## config.mk

```make
export PLATFORM = sky130hd
export DESIGN_NAME = detection_head_decoder_flat
export DESIGN_NICKNAME = d
export VERILOG_FILES = /design/src/rtl/dhd_pkg.sv /design/src/rtl/dhd_feat_if.sv /design/src/rtl/dhd_row_tracker.sv /design/src/rtl/dhd_scorer.sv /design/src/rtl/detection_head_decoder.sv /design/src/flat_wrapper.sv
export SDC_FILE = /design/constraint.sdc
export NUM_CORES = 2
export LEC_CHECK = 0
export BUFFER_PORTS_ARGS = -buffer_cell sky130_fd_sc_hd__buf_2
export CAP_MARGIN = 10
export CORE_ASPECT_RATIO = 0.6
export CORE_MARGIN = 3
export CORE_UTILIZATION = 55
export CTS_BUF_LIST = sky130_fd_sc_hd__clkbuf_4
export CTS_CLUSTER_DIAMETER = 120
export CTS_CLUSTER_SIZE = 8
export DETAILED_ROUTE_END_ITERATION = 12
export PLACE_DENSITY = 0.75
export SETUP_SLACK_MARGIN = 0.3
export SYNTH_ARGS = -nofsm -noshare
export SYNTH_HDL_FRONTEND = slang
export SYNTH_SLANG_ARGS = --single-unit
```

## constraint.sdc

```tcl
create_clock -name clk -period 21.4 [get_ports clk]
set_clock_uncertainty 0.1 [all_clocks]
set_input_delay 1.07 -clock clk [delete_from_list [all_inputs] [get_ports clk]]
set_output_delay 1.07 -clock clk [all_outputs]
set_load 0.05 [all_outputs]
```

## src/rtl/dhd_pkg.sv

```systemverilog
// Shared types, widths, register indexes and reset values for the detection head decoder.
// No dependencies; every other file of the block imports this package.
package dhd_pkg;

  localparam int FIELD_W         = 32;
  localparam int CLASS_W         = 7;
  localparam int FRAC_BITS       = 16;
  localparam int CLASS_COUNT_W   = 8;
  localparam int MODE_W          = 2;
  localparam int CFG_IDX_W       = 2;
  localparam int DEF_MAX_CLASSES = 128;
  localparam int DEF_VALUE_WIDTH = 32;

  typedef logic [MODE_W-1:0]    mode_t;
  typedef logic [CFG_IDX_W-1:0] cfg_idx_t;

  // Format modes; the unused code behaves like end-to-end.
  localparam mode_t MODE_RAW = 2'd0;
  localparam mode_t MODE_OBJ = 2'd1;
  localparam mode_t MODE_E2E = 2'd2;

  // Configuration register indexes.
  localparam cfg_idx_t REG_FORMAT_MODE     = 2'd0;
  localparam cfg_idx_t REG_CLASS_COUNT     = 2'd1;
  localparam cfg_idx_t REG_SCORE_THRESHOLD = 2'd2;

  localparam mode_t                     RST_FORMAT_MODE = MODE_RAW;
  localparam logic [CLASS_COUNT_W-1:0]  RST_CLASS_COUNT = 8'd80;
  localparam logic signed [FIELD_W-1:0] RST_THRESHOLD   = 32'sd16384;

  localparam logic [CLASS_W-1:0] CLASS_MAX = 7'd127;

  // One finished anchor row, as handed from the row tracker to the scoring stages.
  // Values are sign-extended from the configured value width.
  typedef struct packed {
    logic signed [FIELD_W-1:0] box0;
    logic signed [FIELD_W-1:0] box1;
    logic signed [FIELD_W-1:0] box2;
    logic signed [FIELD_W-1:0] box3;
    logic signed [FIELD_W-1:0] obj;
    logic signed [FIELD_W-1:0] best;
    logic [CLASS_W-1:0]        cls;
    logic                      is_obj;
    logic                      is_e2e;
  } row_rec_t;

  // One detection as it leaves the block.
  typedef struct packed {
    logic signed [FIELD_W-1:0] box_x;
    logic signed [FIELD_W-1:0] box_y;
    logic signed [FIELD_W-1:0] box_width;
    logic signed [FIELD_W-1:0] box_height;
    logic signed [FIELD_W-1:0] confidence;
    logic [CLASS_W-1:0]        class_index;
  } det_t;

endpackage

```

## src/rtl/dhd_feat_if.sv

```systemverilog
// Valid/ready channel interfaces for feature words in and detection words out.
// Depends on dhd_pkg for field widths.
interface dhd_feat_if;
  import dhd_pkg::*;

  logic                      valid;
  logic                      ready;
  logic signed [FIELD_W-1:0] feature_value;

  modport source (output valid, output feature_value, input ready);
  modport sink   (input valid, input feature_value, output ready);
endinterface

interface dhd_det_if;
  import dhd_pkg::*;

  logic                      valid;
  logic                      ready;
  logic signed [FIELD_W-1:0] box_x;
  logic signed [FIELD_W-1:0] box_y;
  logic signed [FIELD_W-1:0] box_width;
  logic signed [FIELD_W-1:0] box_height;
  logic signed [FIELD_W-1:0] confidence;
  logic [CLASS_W-1:0]        class_index;

  modport source (output valid, output box_x, output box_y, output box_width,
                  output box_height, output confidence, output class_index,
                  input ready);
  modport sink   (input valid, input box_x, input box_y, input box_width,
                  input box_height, input confidence, input class_index,
                  output ready);
endinterface

```

## src/rtl/dhd_row_tracker.sv

```systemverilog
// Row tracker: position within the anchor row, box store, objectness and running best class.
// Depends on dhd_pkg. Emits one registered row record on the row's last word.
module dhd_row_tracker #(
  parameter int MAX_CLASSES = dhd_pkg::DEF_MAX_CLASSES,
  parameter int VALUE_WIDTH = dhd_pkg::DEF_VALUE_WIDTH
) (
  input  logic                                clk,
  input  logic                                rst_n,
  input  logic                                adv,
  input  logic                                word_valid,
  input  logic signed [VALUE_WIDTH-1:0]       word_value,
  input  logic                                restart,
  input  dhd_pkg::mode_t                      format_mode,
  input  logic [dhd_pkg::CLASS_COUNT_W-1:0]   class_count,
  output logic                                rec_valid_r,
  output dhd_pkg::row_rec_t                   rec_r
);
  import dhd_pkg::*;

  localparam int POS_W = $clog2(MAX_CLASSES + 6);
  localparam int CC_W  = CLASS_COUNT_W + 1;
  localparam int EXT_W = POS_W + CLASS_W;
  localparam logic signed [VALUE_WIDTH-1:0] VAL_MIN = {1'b1, {(VALUE_WIDTH-1){1'b0}}};

  logic [POS_W-1:0]              pos_r, pos_nxt;
  logic signed [VALUE_WIDTH-1:0] box_r [4];
  logic signed [VALUE_WIDTH-1:0] obj_r;
  logic signed [VALUE_WIDTH-1:0] best_r, best_nxt;
  logic [CLASS_W-1:0]            cls_r, cls_nxt;

  logic [CC_W-1:0]               cc_ext, cc_eff;
  logic [POS_W-1:0]              row_len, p, idx;
  logic [EXT_W-1:0]              idx_ext;
  logic [CLASS_W-1:0]            idx_sat, e2e_cls;
  logic                          is_raw, is_obj, is_e2e, is_score, last;
  logic signed [VALUE_WIDTH-1:0] cur_best;
  logic [CLASS_W-1:0]            cur_cls;
  logic signed [FIELD_W-1:0]     v_ext;
  logic                          take;

  assign take   = adv && word_valid;
  assign is_raw = (format_mode == MODE_RAW);
  assign is_obj = (format_mode == MODE_OBJ);
  assign is_e2e = !is_raw && !is_obj;

  // Effective class count clamped to 1..MAX_CLASSES.
  always_comb begin
    cc_ext = {1'b0, class_count};
    if (cc_ext == '0) begin
      cc_eff = CC_W'(1);
    end else if (cc_ext > CC_W'(MAX_CLASSES)) begin
      cc_eff = CC_W'(MAX_CLASSES);
    end else begin
      cc_eff = cc_ext;
    end
  end

  always_comb begin
    if (is_raw) begin
      row_len = POS_W'(cc_eff) + POS_W'(4);
    end else if (is_obj) begin
      row_len = POS_W'(cc_eff) + POS_W'(5);
    end else begin
      row_len = POS_W'(6);
    end
  end

  assign p    = (pos_r >= row_len) ? '0 : pos_r;
  assign last = ((p + POS_W'(1)) >= row_len);

  // Class scores follow the box words, and the objectness word in objectness mode.
  assign is_score = (p >= POS_W'(4)) && !is_e2e && !(is_obj && (p == POS_W'(4)));
  assign idx      = p - (is_obj ? POS_W'(5) : POS_W'(4));
  assign idx_ext  = EXT_W'(idx);
  assign idx_sat  = (idx_ext > EXT_W'(CLASS_MAX)) ? CLASS_MAX : idx_ext[CLASS_W-1:0];

  assign cur_best = (p == '0) ? VAL_MIN : best_r;
  assign cur_cls  = (p == '0) ? '0 : cls_r;

  always_comb begin
    if (is_score && (word_value > cur_best)) begin
      best_nxt = word_value;
      cls_nxt  = idx_sat;
    end else begin
      best_nxt = cur_best;
      cls_nxt  = cur_cls;
    end
  end

  // End-to-end class word: integer part, truncated toward zero, clamped to 0..127.
  assign v_ext = FIELD_W'(word_value);
  always_comb begin
    if (v_ext[FIELD_W-1]) begin
      e2e_cls = '0;
    end else if (|v_ext[FIELD_W-2:FRAC_BITS+CLASS_W]) begin
      e2e_cls = CLASS_MAX;
    end else begin
      e2e_cls = v_ext[FRAC_BITS +: CLASS_W];
    end
  end

  assign pos_nxt = last ? '0 : (p + POS_W'(1));

  always_ff @(posedge clk) begin
    if (!rst_n) begin
      pos_r       <= '0;
      best_r      <= VAL_MIN;
      cls_r       <= '0;
      obj_r       <= '0;
      box_r       <= '{default: '0};
      rec_valid_r <= 1'b0;
    end else begin
      if (adv) begin
        rec_valid_r <= word_valid && last && !restart;
      end
      if (restart) begin
        pos_r  <= '0;
        best_r <= VAL_MIN;
        cls_r  <= '0;
      end else if (take) begin
        pos_r  <= pos_nxt;
        best_r <= best_nxt;
        cls_r  <= cls_nxt;
        if (p < POS_W'(4)) begin
          box_r[p[1:0]] <= word_value;
        end
        if ((p == POS_W'(4)) && !is_raw) begin
          obj_r <= word_value;
        end
      end
    end
  end

  always_ff @(posedge clk) begin
    if (take && last) begin
      rec_r.box0   <= FIELD_W'(box_r[0]);
      rec_r.box1   <= FIELD_W'(box_r[1]);
      rec_r.box2   <= FIELD_W'(box_r[2]);
      rec_r.box3   <= FIELD_W'(box_r[3]);
      rec_r.obj    <= FIELD_W'(obj_r);
      rec_r.best   <= FIELD_W'(best_nxt);
      rec_r.cls    <= is_e2e ? e2e_cls : cls_nxt;
      rec_r.is_obj <= is_obj;
      rec_r.is_e2e <= is_e2e;
    end
  end

endmodule

```

## src/rtl/dhd_scorer.sv

```systemverilog
// Scoring stages: objectness product, end-to-end box size, threshold gating, result register.
// Depends on dhd_pkg; takes row records from dhd_row_tracker.
module dhd_scorer #(
  parameter int VALUE_WIDTH = dhd_pkg::DEF_VALUE_WIDTH
) (
  input  logic                                  clk,
  input  logic                                  rst_n,
  input  logic                                  adv,
  input  logic                                  rec_valid,
  input  dhd_pkg::row_rec_t                     rec,
  input  logic signed [dhd_pkg::FIELD_W-1:0]    threshold,
  output logic                                  det_valid_r,
  output dhd_pkg::det_t                         det_r
);
  import dhd_pkg::*;

  localparam int PROD_W = 2 * VALUE_WIDTH;
  localparam int Q_W    = PROD_W - FRAC_BITS;
  localparam logic signed [VALUE_WIDTH-1:0] VAL_MAX  = {1'b0, {(VALUE_WIDTH-1){1'b1}}};
  localparam logic signed [VALUE_WIDTH-1:0] VAL_MIN  = {1'b1, {(VALUE_WIDTH-1){1'b0}}};
  localparam logic signed [VALUE_WIDTH:0]   DIFF_MAX = {2'b00, {(VALUE_WIDTH-1){1'b1}}};
  localparam logic signed [VALUE_WIDTH:0]   DIFF_MIN = {2'b11, {(VALUE_WIDTH-1){1'b0}}};
  localparam logic signed [Q_W-1:0] Q_MAX =
    {{(Q_W-VALUE_WIDTH+1){1'b0}}, {(VALUE_WIDTH-1){1'b1}}};
  localparam logic signed [Q_W-1:0] Q_MIN =
    {{(Q_W-VALUE_WIDTH+1){1'b1}}, {(VALUE_WIDTH-1){1'b0}}};

  // First stage: product, size differences and the gates that do not need the product.
  logic signed [VALUE_WIDTH-1:0] b0, b1, b2, b3, obj, best;
  logic signed [VALUE_WIDTH:0]   dw, dh;
  logic signed [VALUE_WIDTH-1:0] w_sat, h_sat;
  logic                          obj_ok, gate;

  logic                          s3_valid_r;
  logic signed [VALUE_WIDTH-1:0] s3_x_r, s3_y_r, s3_w_r, s3_h_r, s3_conf_r;
  logic signed [PROD_W-1:0]      s3_prod_r;
  logic [CLASS_W-1:0]            s3_cls_r;
  logic                          s3_use_prod_r, s3_gate_r;

  assign b0   = rec.box0[VALUE_WIDTH-1:0];
  assign b1   = rec.box1[VALUE_WIDTH-1:0];
  assign b2   = rec.box2[VALUE_WIDTH-1:0];
  assign b3   = rec.box3[VALUE_WIDTH-1:0];
  assign obj  = rec.obj[VALUE_WIDTH-1:0];
  assign best = rec.best[VALUE_WIDTH-1:0];

  assign dw = (VALUE_WIDTH+1)'(b2) - (VALUE_WIDTH+1)'(b0);
  assign dh = (VALUE_WIDTH+1)'(b3) - (VALUE_WIDTH+1)'(b1);

  always_comb begin
    if (dw > DIFF_MAX) begin
      w_sat = VAL_MAX;
    end else if (dw < DIFF_MIN) begin
      w_sat = VAL_MIN;
    end else begin
      w_sat = dw[VALUE_WIDTH-1:0];
    end
    if (dh > DIFF_MAX) begin
      h_sat = VAL_MAX;
    end else if (dh < DIFF_MIN) begin
      h_sat = VAL_MIN;
    end else begin
      h_sat = dh[VALUE_WIDTH-1:0];
    end
  end

  assign obj_ok = (FIELD_W'(obj) >= threshold);

  always_comb begin
    if (rec.is_e2e) begin
      gate = obj_ok && (b2 > b0) && (b3 > b1);
    end else if (rec.is_obj) begin
      gate = obj_ok;
    end else begin
      gate = 1'b1;
    end
  end

  always_ff @(posedge clk) begin
    if (!rst_n) begin
      s3_valid_r <= 1'b0;
    end else if (adv) begin
      s3_valid_r <= rec_valid;
    end
  end

  always_ff @(posedge clk) begin
    if (adv && rec_valid) begin
      s3_x_r        <= b0;
      s3_y_r        <= b1;
      s3_w_r        <= rec.is_e2e ? w_sat : b2;
      s3_h_r        <= rec.is_e2e ? h_sat : b3;
      s3_conf_r     <= rec.is_e2e ? obj : best;
      s3_prod_r     <= PROD_W'(obj) * PROD_W'(best);
      s3_cls_r      <= rec.cls;
      s3_use_prod_r <= rec.is_obj;
      s3_gate_r     <= gate;
    end
  end

  // Second stage: floor shift of the product, saturation and the score threshold.
  logic signed [Q_W-1:0]         q;
  logic signed [VALUE_WIDTH-1:0] q_sat, conf;
  logic                          emit;

  assign q = s3_prod_r[PROD_W-1:FRAC_BITS];

  always_comb begin
    if (q > Q_MAX) begin
      q_sat = VAL_MAX;
    end else if (q < Q_MIN) begin
      q_sat = VAL_MIN;
    end else begin
      q_sat = q[VALUE_WIDTH-1:0];
    end
  end

  assign conf = s3_use_prod_r ? q_sat : s3_conf_r;
  assign emit = s3_gate_r && (FIELD_W'(conf) >= threshold);

  always_ff @(posedge clk) begin
    if (!rst_n) begin
      det_valid_r <= 1'b0;
    end else if (adv) begin
      det_valid_r <= s3_valid_r && emit;
    end
  end

  always_ff @(posedge clk) begin
    if (adv && s3_valid_r) begin
      det_r.box_x       <= FIELD_W'(s3_x_r);
      det_r.box_y       <= FIELD_W'(s3_y_r);
      det_r.box_width   <= FIELD_W'(s3_w_r);
      det_r.box_height  <= FIELD_W'(s3_h_r);
      det_r.confidence  <= FIELD_W'(conf);
      det_r.class_index <= s3_cls_r;
    end
  end

endmodule

```

## src/rtl/detection_head_decoder.sv

```systemverilog
// Detection head decoder: one feature word per cycle in, at most one detection per anchor row.
// A row's last word passes the input register, row record and two scoring stages to the output.
// Throughput: one word per cycle; every stage holds one word and all stages advance together
// whenever the result register is empty or being taken.
// Reset (rst_n, synchronous, active low) restores the register defaults, empties the pipeline
// and starts a new row.
module detection_head_decoder #(
  parameter int MAX_CLASSES = dhd_pkg::DEF_MAX_CLASSES,
  parameter int VALUE_WIDTH = dhd_pkg::DEF_VALUE_WIDTH
) (
  input  logic                            clk,
  input  logic                            rst_n,
  dhd_feat_if.sink                        in_ch,
  dhd_det_if.source                       out_ch,
  input  logic                            cfg_we,
  input  dhd_pkg::cfg_idx_t               cfg_index,
  input  logic [dhd_pkg::FIELD_W-1:0]     cfg_data
);
  import dhd_pkg::*;

  // Configuration registers. A write to any of them also restarts the current row.
  mode_t                     format_mode_r;
  logic [CLASS_COUNT_W-1:0]  class_count_r;
  logic signed [FIELD_W-1:0] threshold_r;
  logic                      restart;

  assign restart = cfg_we && ((cfg_index == REG_FORMAT_MODE) ||
                              (cfg_index == REG_CLASS_COUNT) ||
                              (cfg_index == REG_SCORE_THRESHOLD));

  always_ff @(posedge clk) begin
    if (!rst_n) begin
      format_mode_r <= RST_FORMAT_MODE;
      class_count_r <= RST_CLASS_COUNT;
      threshold_r   <= RST_THRESHOLD;
    end else if (cfg_we) begin
      unique case (cfg_index)
        REG_FORMAT_MODE:     format_mode_r <= cfg_data[MODE_W-1:0];
        REG_CLASS_COUNT:     class_count_r <= cfg_data[CLASS_COUNT_W-1:0];
        REG_SCORE_THRESHOLD: threshold_r   <= cfg_data;
        default:             ;
      endcase
    end
  end

  // The whole pipeline moves as one. It stops only while a detection sits in the
  // result register and the sink does not take it, so input is taken back to back.
  logic  adv;
  logic  det_valid;
  det_t  det;

  assign adv         = !det_valid || out_ch.ready;
  assign in_ch.ready = adv;

  // Input register. Bits above the configured value width are dropped here; the kept bits are
  // treated as a signed fixed-point word with 16 fraction bits (Q16.16 at the default width).
  logic                          in_valid_r;
  logic signed [VALUE_WIDTH-1:0] in_value_r;

  always_ff @(posedge clk) begin
    if (!rst_n) begin
      in_valid_r <= 1'b0;
    end else if (adv) begin
      in_valid_r <= in_ch.valid;
    end
  end

  always_ff @(posedge clk) begin
    if (adv && in_ch.valid) begin
      in_value_r <= in_ch.feature_value[VALUE_WIDTH-1:0];
    end
  end

  // Row tracking: box words, objectness and the first best class score. A finished
  // row leaves as one registered record.
  logic     rec_valid;
  row_rec_t rec;

  dhd_row_tracker #(
    .MAX_CLASSES (MAX_CLASSES),
    .VALUE_WIDTH (VALUE_WIDTH)
  ) u_row (
    .clk         (clk),
    .rst_n       (rst_n),
    .adv         (adv),
    .word_valid  (in_valid_r),
    .word_value  (in_value_r),
    .restart     (restart),
    .format_mode (format_mode_r),
    .class_count (class_count_r),
    .rec_valid_r (rec_valid),
    .rec_r       (rec)
  );

  // Scoring: the objectness product is registered before it is shifted, saturated
  // and compared, so the multiply and the score compare sit in separate stages.
  dhd_scorer #(
    .VALUE_WIDTH (VALUE_WIDTH)
  ) u_score (
    .clk         (clk),
    .rst_n       (rst_n),
    .adv         (adv),
    .rec_valid   (rec_valid),
    .rec         (rec),
    .threshold   (threshold_r),
    .det_valid_r (det_valid),
    .det_r       (det)
  );

  assign out_ch.valid       = det_valid;
  assign out_ch.box_x       = det.box_x;
  assign out_ch.box_y       = det.box_y;
  assign out_ch.box_width   = det.box_width;
  assign out_ch.box_height  = det.box_height;
  assign out_ch.confidence  = det.confidence;
  assign out_ch.class_index = det.class_index;

endmodule

```

## src/flat_wrapper.sv

```systemverilog
// flat-port wrapper written by rule: the top's interface ports become plain ports
module detection_head_decoder_flat import dhd_pkg::*;
#(
  parameter int MAX_CLASSES = dhd_pkg::DEF_MAX_CLASSES,
  parameter int VALUE_WIDTH = dhd_pkg::DEF_VALUE_WIDTH
)
  (clk, rst_n, cfg_we, cfg_index, cfg_data, in_ch_valid, in_ch_feature_value, in_ch_ready, out_ch_valid, out_ch_box_x, out_ch_box_y, out_ch_box_width, out_ch_box_height, out_ch_confidence, out_ch_class_index, out_ch_ready);
  dhd_feat_if in_ch_i ();
  dhd_det_if out_ch_i ();
  input  logic clk;
  input  logic rst_n;
  input  logic cfg_we;
  input  dhd_pkg::cfg_idx_t cfg_index;
  input  logic [dhd_pkg::FIELD_W-1:0] cfg_data;
  input wire logic [$bits(in_ch_i.valid)-1:0] in_ch_valid;
  input wire logic [$bits(in_ch_i.feature_value)-1:0] in_ch_feature_value;
  output wire logic [$bits(in_ch_i.ready)-1:0] in_ch_ready;
  output wire logic [$bits(out_ch_i.valid)-1:0] out_ch_valid;
  output wire logic [$bits(out_ch_i.box_x)-1:0] out_ch_box_x;
  output wire logic [$bits(out_ch_i.box_y)-1:0] out_ch_box_y;
  output wire logic [$bits(out_ch_i.box_width)-1:0] out_ch_box_width;
  output wire logic [$bits(out_ch_i.box_height)-1:0] out_ch_box_height;
  output wire logic [$bits(out_ch_i.confidence)-1:0] out_ch_confidence;
  output wire logic [$bits(out_ch_i.class_index)-1:0] out_ch_class_index;
  input wire logic [$bits(out_ch_i.ready)-1:0] out_ch_ready;
  assign in_ch_i.valid = in_ch_valid;
  assign in_ch_i.feature_value = in_ch_feature_value;
  assign in_ch_ready = in_ch_i.ready;
  assign out_ch_valid = out_ch_i.valid;
  assign out_ch_box_x = out_ch_i.box_x;
  assign out_ch_box_y = out_ch_i.box_y;
  assign out_ch_box_width = out_ch_i.box_width;
  assign out_ch_box_height = out_ch_i.box_height;
  assign out_ch_confidence = out_ch_i.confidence;
  assign out_ch_class_index = out_ch_i.class_index;
  assign out_ch_i.ready = out_ch_ready;
  detection_head_decoder #(.MAX_CLASSES(MAX_CLASSES), .VALUE_WIDTH(VALUE_WIDTH)) u_core (.clk(clk), .rst_n(rst_n), .in_ch(in_ch_i), .out_ch(out_ch_i), .cfg_we(cfg_we), .cfg_index(cfg_index), .cfg_data(cfg_data));
endmodule
```

Yosys cells after proc, flatten, opt, wreduce, memory -nomap -nowiden --
Cells that the tools add are included.
Operators by class: add/subtract/negate cells 6, multipliers 1, divide/modulo/power cells 0, order comparisons 19, eq/ne operators 4, shifts and indexed selects 0, multiplexer cells 30, bitwise gates (word level) 3, reduce and logical (&&, ||, !) cells 39
Operators by type and width (number):
- 2-to-1 mux 32 bit | 13
- bitwise mux 128 bit | 1
- greater-than comparator 32 bit | 3
- greater-than comparator 33 x 32 -> 1 bit (second input constant) | 2
- less-than comparator 33 x 32 -> 1 bit (second input constant) | 2
- subtractor 32 x 32 -> 33 bit | 2
- demux 32 bit (select 2 bit) | 1
- >= comparator 32 bit | 2
- multiplier 32 x 32 -> 64 bit | 1
- greater-than comparator 48 x 32 -> 1 bit (second input constant) | 1
- less-than comparator 48 x 32 -> 1 bit (second input constant) | 1
- 2-to-1 mux 8 bit | 6
- 2-to-1 mux 7 bit | 6
- logical AND 1 bit | 19
- adder 8 x 3 -> 8 bit (second input constant) | 2
- >= comparator 8 bit | 2
- logical NOT 8 bit | 2
- adder 8 x 1 -> 8 bit (second input constant) | 1
- == test 8 x 3 -> 1 bit (second input constant) | 1
- >= comparator 8 x 3 -> 1 bit (second input constant) | 1
- greater-than comparator 8 x 7 -> 1 bit (second input constant) | 1
- greater-than comparator 8 bit (second input constant) | 1
- less-than comparator 8 x 3 -> 1 bit (second input constant) | 1
- OR reduction 8 bit | 1
- other kinds (14) | 29
Word-level totals: flip-flop bits (word level) 886, bits in latches 0, RAM bits 0, memory bits (read-only) 0, input port bits 71, output and inout bits 169, logic and storage cells 142, memories 0

Logic depth before layout (Yosys ltp) --
depth in word-level cells 15, gate-level depth with buffers 32, mapped depth without buffers 30

Hierarchy --
A second synthesis with hierarchy kept.
Second synthesis, totals: cells, all modules 6937, area total of the unflattened synthesis 73493.0 µm²
By module, submodules not included:
- dhd_scorer | instances 1, cells each 5334, area each 54564.8 µm²
- dhd_row_tracker | instances 1, cells each 1388, area each 16213.0 µm²
- detection_head_decoder | instances 1, cells each 215, area each 2715.1 µm²

Worst setup path after synthesis --
Ideal clock, no wire load.
path kind reg2reg, from reg u_core.class_count_r[1], to reg u_core.u_row.rec_r[0] in the netlist's numbering, enable pin, arrival time 12.659 ns, data required time 20.533 ns, setup slack 7.874 ns, cell stages (with the launch flop) 26, path buffers 0, period minus slack after synthesis 13.526 ns, cells stage by stage dfxtp_1 > nor4_1 > a21oi_1 > nor2_1 > ha_1 > a211oi_1 > ha_1 > a21o_1 > a21o_1 > a21o_1 > a21o_1 > a2111oi_4 > or2_2 > nand2_1 > inv_1 > ha_1 > nand3_1 > xor2_1 > nor2_1 > ha_1 > a21oi_1 > nor2b_1 > o21ai_0 > nand2b_1 > a21oi_1 > nor2_1
On the way: cells in the longest elaborated chain, start to end 11
RTL lines:
- start, declared | RTL line detection_head_decoder.sv:23 | logic [CLASS_COUNT_W-1:0] class_count_r;
- start signal, assigned | RTL line detection_head_decoder.sv:39 | REG_CLASS_COUNT: class_count_r <= cfg_data[CLASS_COUNT_W-1:0];
- greater-than comparator 8 bit | RTL line dhd_row_tracker.sv:51 | end else if (cc_ext > CC_W'(MAX_CLASSES)) begin
- 2-to-1 mux 8 bit | RTL line dhd_row_tracker.sv:51
- 2-to-1 mux 8 bit (*) | RTL line dhd_row_tracker.sv:49 | if (cc_ext == '0) begin
- adder 8 x 3 -> 8 bit | RTL line dhd_row_tracker.sv:62 | row_len = POS_W'(cc_eff) + POS_W'(5);
- 2-to-1 mux 8 bit | RTL line dhd_row_tracker.sv:61 | end else if (is_obj) begin
- 2-to-1 mux 8 bit (*) | RTL line dhd_row_tracker.sv:59 | if (is_raw) begin
- >= comparator 8 bit | RTL line dhd_row_tracker.sv:68 | assign p = (pos_r >= row_len) ? '0 : pos_r;
- 2-to-1 mux 8 bit | RTL line dhd_row_tracker.sv:68
- adder 8 x 1 -> 8 bit | RTL line dhd_row_tracker.sv:69 | assign last = ((p + POS_W'(1)) >= row_len);
- >= comparator 8 bit (*) | RTL line dhd_row_tracker.sv:69
- logical AND 1 bit (*) | RTL line dhd_row_tracker.sv:135 | if (take && last) begin
- end, declared | RTL line dhd_row_tracker.sv:16 | output dhd_pkg::row_rec_t rec_r
Mark *: on every way between the ends. The rest lies on a longest branch, timed or not. A chain may end at the register's enable or synchronous reset.

Worst setup path in the final report --
from reg u_core.u_row.rec_r[59] (netlist name), to reg u_core.u_score.s3_prod_r[49], data pin
On the way: cells in the longest elaborated chain, start to end 1
RTL lines:
- multiplier 32 x 32 -> 64 bit | RTL line dhd_scorer.sv:94 | s3_prod_r <= PROD_W'(obj) * PROD_W'(best);
- end signal, assigned | RTL line dhd_scorer.sv:94
- end, declared | RTL line dhd_scorer.sv:36 | logic signed [PROD_W-1:0] s3_prod_r;
No other way between the ends.

==> results by group <==
Power
  – Sw frac: 23.3%
  – Gate power share: 3.0%
  – Reg power frac: 60.7%
  – Psw: 0.000691 W
  – P_leak: between 30 and 40 nW
  – Pwr dens: between 30 and 40 mW/mm2
  – Clock power frac: between 30 and 40%
  – Cell internal pwr: 0.00228 W
  – Maximum VDD drop: 0.0449 mV
  – Tot Pwr: ~0.0030 W

Yosys
  – Async set-or-reset flop fraction in the synthesized netlist: 0%
  – Share of the synthesized area in the top cell type: 29.9%
  – Avg Inst Size Synth: 10.4 um2
  – Register area share after synthesis: 32.5%
  – Synth top area cells: fa_1, edfxtp_1, dfxtp_1
  – Post-Syn Instances: 7003
  – Post-synthesis cell area: 0.0726 mm2
  – EDFF count, synth: between 600 and 700
  – Yosys top cell by area: fa_1
  – Post-synth top flop: edfxtp_1
  – Warnings from Yosys: 0
  – Number of synthesized register bits: 870
  – Yosys cell types: between 80 and 90
  – Syn Nets: 8524

STA
  – Final hold violation count: 0
  – Setup TNS: 0 ps
  – Final period util: between 40% and 50%
  – Slew margin rel.: approximately 14%
  – Fmax: 107 MHz
  – Tmin final: around 9300 ps
  – Final setup violation count: 0
  – Worst-Margin Slew: 1270 ps
  – RSZ-0062 raised after global routing: no
  – Slew Viols, Final: 0

Cells and area
  – Final net count: around 8700
  – Design area: 0.0774 mm2
  – Fraction of layout cells with a size suffix above 1: 9.13%
  – Area Growth Syn to Fin: 6.69%
  – Core Util, Final: 59.6%
  – # fillers: approximately 11000

Clocking
  – Root Buffer: clkbuf_4
  – CTS tree: built
  – Clock-pin slew on the worst setup and hold paths: between 100 and 150 ps
  – H-tree levels: 3
  – Number of CTS-inserted buffers: 118
  – Clock Path Buffers: 3
  – Worst skew pair latency: between 1000 and 1500 ps
  – Post-CTS sizing: 0
  – Clock sinks: 870

Setup path
  – CP endpoint kind: flip-flop
  – Top delay family on crit path: adder cells
  – Critical path class: flip-flop to flip-flop
  – Most frequent CP cell: fa_1
  – Critical path fanouts, max: 34
  – Critical-path top delay cell: a311oi_1
  – Max incr delay on CP: 790 ps
  – Critical Path AT: about 10000 ps
  – CP Launch Type: flip-flop
  – CP required: 22150 ps
  – CP Buf/Inv Count: 7

Placed design
  – Placed Instance Area: approximately 0.076 mm2
  – Placer Congestion: 0.995
  – I/O Buffers: 239
  – Hpwl dp: 157000 um

Die
  – Starting density of the core: 55.8%
  – Core area: approximately 0.13 mm2
  – Die width: 475 um
  – Io pins: 240
  – Die ar.: 0.136 mm2
  – Row Count: 102
  – Die Span Y: 287 um

Routing
  – Routed WL: 208000 um
  – Starting DRT DRC Count: 5758
  – DRC errors left: 0
  – Post-route ant nets: 0
  – Via count: 51500
  – DR vias/cell: 5.73
  – Drt first pass iters: 6
  – Routed len/inst: 23.2 um

Global route
  – First-pass GRT wire length: 317000 um
  – Largest net degree at the start of global routing: 99
  – GRT Util Overall: 31.0%
  – Grt total ovfl: 0
  – Vias in the first global route: 51700
  – Initial antenna violation count: 10

Hold path
  – Hold Path Class: input port to flip-flop

Run
  – Number of max-cap violations: 0

Run status
  – Status: finished clean
[through the flow]
step	std cells	setup WS [ps]	hold WS [ps]
4_1_cts	8967	12380	1.79
2_1_floorplan	7003	7870	300
3_3_place_gp	8730	12500	303
6_report	8983	12050	93.0
5_1_grt	8974	11630	21.4
3_5_place_dp	8730	12400	305
[worst paths after layout]
kind	start	to	slack [ps]	cells after the start
hold / removal	cfg_data[16]	u_core.threshold_r[16]$_SDFFE_PN0P_	90	3
setup reg to reg	u_core.u_row.rec_r[59]$_DFFE_PP_	u_core.u_score.s3_prod_r[49]$_DFFE_PP_	12050	28
hold reg to reg	u_core.u_row.box_r[84]$_SDFFE_PN0P_	u_core.u_row.rec_r[157]$_DFFE_PP_	230	0
setup / recovery	u_core.u_row.rec_r[59]$_DFFE_PP_	u_core.u_score.s3_prod_r[49]$_DFFE_PP_	12050	28
[power groups by stage]
stage	registers, W	clock network, W	logic (W)
6_report	0.00180	0.00108	0.0000889
5_1_grt	0.00180	0.00117	0.0000958
4_1_cts	0.00180	0.00110	0.0000871
3_5_place_dp	0.00184	0	0.0000848
3_3_place_gp	0.00184	0	0.0000827
2_1_floorplan	0.00183	0	0.0000470
[repair_timing]
action / in CTS / in global routing
endpoints found under the setup margin: 0 / 0
buffers inserted: 0 / 0
endpoints found under the hold margin: 13 / 0
hold buffers: 13 / 0
[cells in the mapped netlist, types with 13 or more instances]
cell type,count
a21boi_0,152
nor4_1,14
o21a_1,21
fa_1,1083
nand4_1,40
ha_1,367
nand2b_1,44
o21bai_1,18
edfxtp_1,617
o2bb2ai_1,29
a211oi_1,18
dfxtp_1,253
clkbuf_1,297
and3_1,17
buf_2,31
inv_1,1306
mux2i_1,47
xnor2_1,87
o21ai_0,107
nor2_1,172
a31oi_1,16
a21oi_1,192
xor2_1,48
a22o_1,36
nor3_1,23
and2_1,251
o211ai_1,14
a21o_1,110
nor2b_1,68
mux2_2,33
nand2_1,1292
nand3_1,48
a21boi_1,13
[routing by layer]
metal	vias to the layer above	global-route usage, %	wire length (um)
met5	-	0	7
met4	2	9.09	6510
met3	348	11.7	31300
met2	3232	41.8	83100
met1	25600	46.4	87100
li1	22300	-	-
[registers in the layout (all words and copies together), names as in the netlist, 2 cells and up]
signal / count
u_core.u_score.s3_h_r: 32
u_core.u_row.rec_r: 201
u_core.u_row.box_r: 128
u_core.u_score.s3_y_r: 32
u_core.class_count_r: 8
u_core.u_row.cls_r: 7
u_core.u_row.obj_r: 32
u_core.u_score.s3_cls_r: 7
u_core.u_row.best_r: 32
u_core.u_score.s3_w_r: 32
u_core.u_score.s3_conf_r: 32
u_core.u_score.s3_prod_r: 48
u_core.u_score.det_r: 167
u_core.u_row.pos_r: 8
u_core.in_value_r: 32
u_core.format_mode_r: 2
u_core.threshold_r: 32
u_core.u_score.s3_x_r: 32
[cell type report]
type | count | area (um2) | share of cell area (%)
multi-input combinational | 4481 | 42800 | 55.3
sequential | 870 | 23600 | 30.5
inverter | 1307 | 4910 | 6.34
timing repair buffer | 370 | 2240 | 2.89
tap | 1716 | 2150 | 2.77
clock buffer | 217 | 1630 | 2.10
clock inverter | 7 | 71.3 | 0.0921
antenna | 15 | 37.5 | 0.0485
[worst register-to-register path, delay by kind of cell, from the launching register on]
| kind | cells | cell delay (ps) |
|---|---|---|
| adders and majority gates | 9 | 4380 |
| AOI/OAI and AO/OA | 8 | 2840 |
| buffers and inverters | 7 | 1040 |
| and+or+nand+nor | 3 | 350 |
| DFF | 1 | 330 |
| xor gates and xnor gates | 1 | 90 |
[kinds of logic after synthesis]
group,share of synthesized area (%)
and+or+nand+nor,12.2
adders and majority gates,36.2
AOI/OAI and AO/OA,7.61
DFF,32.5
xor gates and xnor gates,1.63
muxes,1.16
buffers and inverters,8.65
[cell usage in the layout, fill, tap and decap left out, drive strengths merged, types with 6 or more instances in the layout]
cell type	n
o21a	22
and2	251
o2bb2ai	29
a21o	110
nand4	40
nand2	1292
a21boi	165
nand3	48
o211ai	15
mux2	33
a31oi	17
buf	357
mux2i	47
a221oi	6
ha	367
diode	15
o31ai	11
nor2b	68
nor4	14
a21oi	192
or2	9
a41oi	6
dlygate4sd3	13
xor2	48
xnor2	87
inv	1310
a211oi	21
nor3	23
o21bai	18
fa	1083
dfxtp	253
clkbuf	217
o21ai	113
a22o	36
and3	17
nand2b	44
nor2	173
edfxtp	617
(Power assumes the default switching activity.)
